==> src/csalu_pkg.sv <==
// ----------------------------------------------------------------------------
// csalu_pkg
// Shared types and constants of the overflow-checked signed integer ALU.
// ----------------------------------------------------------------------------
package csalu_pkg;

  // Arithmetic width; operand bits above it are ignored.
  localparam int DATA_WIDTH = 64;
  // Split of a magnitude into a low and a high part for the multiplier.
  localparam int HALF_LO = (DATA_WIDTH + 1) / 2;
  localparam int HALF_HI = DATA_WIDTH - HALF_LO;

  localparam logic [DATA_WIDTH-1:0] MIN_VAL = {1'b1, {(DATA_WIDTH-1){1'b0}}};
  localparam logic [DATA_WIDTH-1:0] MAX_VAL = {1'b0, {(DATA_WIDTH-1){1'b1}}};

  typedef enum logic [3:0] {
    OP_ADD = 4'd0,
    OP_SUB = 4'd1,
    OP_MUL = 4'd2,
    OP_DIV = 4'd3,
    OP_MOD = 4'd4,
    OP_GT  = 4'd5,
    OP_GE  = 4'd6,
    OP_LT  = 4'd7,
    OP_LE  = 4'd8,
    OP_EQ  = 4'd9
  } op_t;

  typedef enum logic [1:0] {
    ST_OK   = 2'd0,
    ST_TYPE = 2'd1,
    ST_OVF  = 2'd2,
    ST_DIV  = 2'd3
  } status_t;

  // Input transaction.
  typedef struct packed {
    logic [3:0]         opcode;
    logic signed [63:0] operand_a;
    logic signed [63:0] operand_b;
    logic               a_is_integer;
    logic               b_is_integer;
  } in_t;

  // Result transaction.
  typedef struct packed {
    logic signed [63:0] value;
    logic               truth;
    logic [1:0]         status;
  } out_t;

  // Work record that travels down the pipeline with each transaction.
  typedef struct packed {
    logic [3:0]            op;
    status_t               status;
    logic                  truth;
    logic [DATA_WIDTH-1:0] value;
    logic [DATA_WIDTH-1:0] a_mag;
    logic [DATA_WIDTH-1:0] b_mag;
    logic                  neg_q;
    logic                  neg_r;
  } rec_t;

endpackage

==> src/csalu_front.sv <==
// ----------------------------------------------------------------------------
// csalu_front
// First stage: type check, add and subtract with overflow, comparisons,
// divide checks and operand magnitudes for the multiplier and divider.
// ----------------------------------------------------------------------------
module csalu_front import csalu_pkg::*; (
  input  logic clk,
  input  logic rst,
  input  logic en,
  input  logic in_valid,
  input  in_t  in_data,
  output logic vld,
  output rec_t rec
);

  logic signed [DATA_WIDTH-1:0] a;
  logic signed [DATA_WIDTH-1:0] b;
  logic signed [DATA_WIDTH-1:0] sum;
  logic signed [DATA_WIDTH-1:0] diff;
  logic                         add_ovf;
  logic                         sub_ovf;
  logic                         div_bad;
  rec_t                         rec_next;

  assign a    = in_data.operand_a[DATA_WIDTH-1:0];
  assign b    = in_data.operand_b[DATA_WIDTH-1:0];
  assign sum  = a + b;
  assign diff = a - b;

  assign add_ovf = (a[DATA_WIDTH-1] == b[DATA_WIDTH-1]) && (sum[DATA_WIDTH-1] != a[DATA_WIDTH-1]);
  assign sub_ovf = (a[DATA_WIDTH-1] != b[DATA_WIDTH-1]) &&
                   (diff[DATA_WIDTH-1] != a[DATA_WIDTH-1]);
  assign div_bad = (b == '0) || ((a == MIN_VAL) && (b == '1));

  // Decode the operation and settle everything that fits in one stage.
  always_comb begin
    rec_next        = '0;
    rec_next.op     = in_data.opcode;
    rec_next.status = ST_OK;
    rec_next.a_mag  = a[DATA_WIDTH-1] ? ({DATA_WIDTH{1'b0}} - a) : a;
    rec_next.b_mag  = b[DATA_WIDTH-1] ? ({DATA_WIDTH{1'b0}} - b) : b;
    rec_next.neg_q  = a[DATA_WIDTH-1] ^ b[DATA_WIDTH-1];
    rec_next.neg_r  = a[DATA_WIDTH-1];
    if (!in_data.a_is_integer || !in_data.b_is_integer) begin
      rec_next.status = ST_TYPE;
    end else begin
      unique case (in_data.opcode)
        OP_ADD: begin
          if (add_ovf) rec_next.status = ST_OVF;
          else         rec_next.value  = sum;
        end
        OP_SUB: begin
          if (sub_ovf) rec_next.status = ST_OVF;
          else         rec_next.value  = diff;
        end
        OP_DIV, OP_MOD: begin
          if (div_bad) rec_next.status = ST_DIV;
        end
        OP_GT:   rec_next.truth = (a > b);
        OP_GE:   rec_next.truth = (a >= b);
        OP_LT:   rec_next.truth = (a < b);
        OP_LE:   rec_next.truth = (a <= b);
        OP_EQ:   rec_next.truth = (a == b);
        default: rec_next.truth = 1'b0;
      endcase
    end
  end

  always_ff @(posedge clk) begin
    if (rst) begin
      vld <= 1'b0;
    end else if (en) begin
      vld <= in_valid;
    end
    if (en) begin
      rec <= rec_next;
    end
  end

endmodule

==> config.mk <==
export PLATFORM = sky130hd
export DESIGN_NAME = csalu_front
export DESIGN_NICKNAME = d
export VERILOG_FILES = /design/src/csalu_pkg.sv /design/src/csalu_front.sv
export SDC_FILE = /design/constraint.sdc
export NUM_CORES = 1
export LEC_CHECK = 0
export BUFFER_PORTS_ARGS = -buffer_cell sky130_fd_sc_hd__buf_2
export CAP_MARGIN = 20
export CORE_UTILIZATION = 35
export CTS_CLUSTER_SIZE = 14
export DETAILED_ROUTE_END_ITERATION = 8
export PLACE_DENSITY = 0.66
export SLEW_MARGIN = 0
export SYNTH_ARGS = -nofsm -noshare
export SYNTH_HDL_FRONTEND = slang
export SYNTH_SLANG_ARGS = --single-unit
==> constraint.sdc <==
create_clock -name clk -period 6.7 [get_ports clk]
set_input_delay 1.005 -clock clk [delete_from_list [all_inputs] [get_ports clk]]
set_output_delay 1.005 -clock clk [all_outputs]
set_load 0.03 [all_outputs]
==> flow_metrics.tcl <==
set metrics [dict create \
    grt_max_degree 108 \
    route.detailed.vias_per_inst 6.13 \
    place_congestion 1.01 \
    grt_pass1_wl_um 111000 \
    max-slew-margin-rel_pct 33.9 \
    vias 18200 \
    hp-class "reg2reg" \
    cts-htree-levels 1 \
    synth_nets 2275 \
    finalMaxSlewViolations 0 \
    start_util_pct 35.6 \
    power.density_mw_per_mm2 215 \
    die_h_um 226 \
    vdd_drop_max_mv 0.171 \
    cp_max_fo 9 \
    post-synth-top-count-cell "edfxtp_1" \
    leakagePower_nw 8.03 \
    antenna_found_initial 12 \
    whs_ns 0.512 \
    tns_ns 0 \
    clock_skew_ns 0 \
    core_mm2 0.0493 \
    synth_area_mm2 0.0176 \
    cts_resized 0 \
    cts_tree "built" \
    cp.arrival_ns 5.81 \
    final_core_util_pct 41.9 \
    chipWidth_um 226 \
    drt_iter0_drc 2342 \
    grt_pass1_vias 16700 \
    clk_latency_ns 0.55 \
    yosys_warnings 0 \
    cts.path.max_buffers 3 \
    async_flop_share_pct 0 \
    grt_usage_pct 29.3 \
    drv_cap 0 \
    ios 340 \
    clk_pin_slew_ns 0.06 \
    hold_viol 0 \
    drc 0 \
    ys_top_cells_by_area "edfxtp_1 34%, ha_1 9.3%, xnor2_1 6.1%, a21oi_1 5.0%, nor2_1 3.7%" \
    setup_viol 0 \
    io_buffers 339 \
    area_growth_pct 17.7 \
    tightestPinTransition_ns 0.988 \
    wl_per_cell_um 26.1 \
    total_power_mw 4.44 \
    grt_overflow 0 \
    ant_nets 0 \
    drt_pass1_iterations 6 \
    netlist_instances 2005 \
    critPathRequiredTime_ns 6.98 \
    drive_gt1_share_pct 19.2 \
    status "finished clean" \
    synth_cell_types 79 \
    cp-start-kind "input port" \
    yosysSeqAreaShare_pct 34.5 \
    dieArea_mm2 0.0511 \
    routed_wl_um 77400 \
    place_area_mm2 0.0199 \
    fin_area_mm2 0.0207 \
    post_cts_buffers 0 \
    syn_avg_cell_area_um2 8.76 \
    synth_top_area_share_pct 34.4 \
    cts_buffers 25 \
    fin_nets 2550 \
    yosysTopAreaCell "edfxtp_1" \
    grt_setup_unrepaired "no" \
    ys.flop_type "edfxtp_1" \
    min_period_ns 5.53 \
    max_freq_mhz 181 \
    ys_ff_latch 202 \
    worstSetupPathType "in2reg" \
    fp-row-count 81 \
    ctsRootBufferMaster "clkbuf_16" \
    yosys-top-cells-count "201 x edfxtp_1, 176 x a21oi_1, 171 x nor2_1" \
    fin_crit_sh_pct 82.5 \
    cts.sinks 202 \
    endpoint_kind "register" \
    holdBufCountCts 0 \
    dp_hpwl_um 61700 \
    synth_edf_count 201 \
]
-- critical path, cell delays in order --
cell and delay, ns:
buf_2 0.19, inv_1 0.20, ha_1 0.52, a211oi_1 0.15
o211a_1 0.27, o31ai_2 0.52, o22ai_1 0.25, o221ai_1 0.54
a31oi_1 0.38, o21ai_0 0.68, a21boi_0 0.33, nor2_1 0.16
a211oi_1 0.07, a211oi_1 0.50
-- per-stage QoR --
stage	setup slack, ns	cells
2_1_floorplan	2.25	2005
3_3_place_gp	0.990	2916
3_5_place_dp	0.965	2916
4_1_cts	1.51	2960
5_1_grt	1.17	2972
6_report	1.17	2972
-- registers in the layout, indices dropped and copies added (netlist names) --
name  count
vld       1
rec     201
-- area by class of cell --
| class | count | area, um^2 |
|---|---|---|
| multi-input combinational | 1540 | 10500 |
| tap | 664 | 831 |
| clock buffer | 31 | 648 |
| inverter | 151 | 567 |
| clock inverter | 13 | 130 |
| fill | 5028 | 28600 |
| timing repair buffer | 360 | 1900 |
| antenna | 11 | 27.5 |
| sequential | 202 | 6060 |
-- power breakdown --
group          internal, mW  switching (mW)  total, mW
combinational         0.435            1.09       1.52
sequential             1.54          0.0411       1.58
clock                 0.764           0.576       1.34
-- logic make-up after synthesis --
logic type	share of synthesized area (%)
fa+ha+maj	9.49
buf+inv	5.78
compound gates	27.0
mux	0.349
xor+xnor	6.19
flops	34.5
simple gates	16.7
-- cells in the final DEF (no fill, tap or decap), drive strengths merged, types with 8 or more instances in the layout --
cell / synthesis / routed
diode: 0 / 11
inv: 151 / 153
clkbuf: 89 / 33
o31a: 11 / 11
nor4: 32 / 32
a21boi: 10 / 10
a221oi: 46 / 46
or2: 12 / 12
a31oi: 15 / 15
ha: 130 / 130
clkinv: 0 / 8
nand2: 97 / 97
nor2: 171 / 171
a211oi: 45 / 45
o31ai: 74 / 74
o221a: 14 / 14
nand4: 58 / 58
o21ai: 117 / 117
buf: 23 / 358
nand3: 31 / 31
or4: 14 / 14
a21oi: 176 / 176
nand2b: 16 / 16
o41ai: 16 / 16
edfxtp: 201 / 201
a21o: 24 / 24
o21bai: 37 / 37
xnor2: 123 / 123
nor3: 76 / 76
o211ai: 10 / 10
nor2b: 16 / 16
o22ai: 27 / 27
or3: 31 / 31
o21a: 13 / 13
-- worst paths after layout --
path                            startpoint  endpoint  slack (ns)  cells after the start
worst max-delay path            in_data[4]  rec[184]        1.17                     14
worst min-delay path                   vld       vld        0.51                      2
worst max register to register         vld       vld        6.11                      2
worst min register to register         vld       vld        0.51                      2
-- routing by layer --
| layer | wire length [um] | vias to the layer above | global-route usage (%) |
|---|---|---|---|
| met3 | 8920 | 112 | 7.34 |
| met1 | 35400 | 8780 | 44.5 |
| met4 | 2280 | 2 | 9.68 |
| met2 | 30800 | 1134 | 39.4 |
| met5 | 13 | - | 0 |
| li1 | - | 8191 | - |
Power figures use the tool's default switching activity.
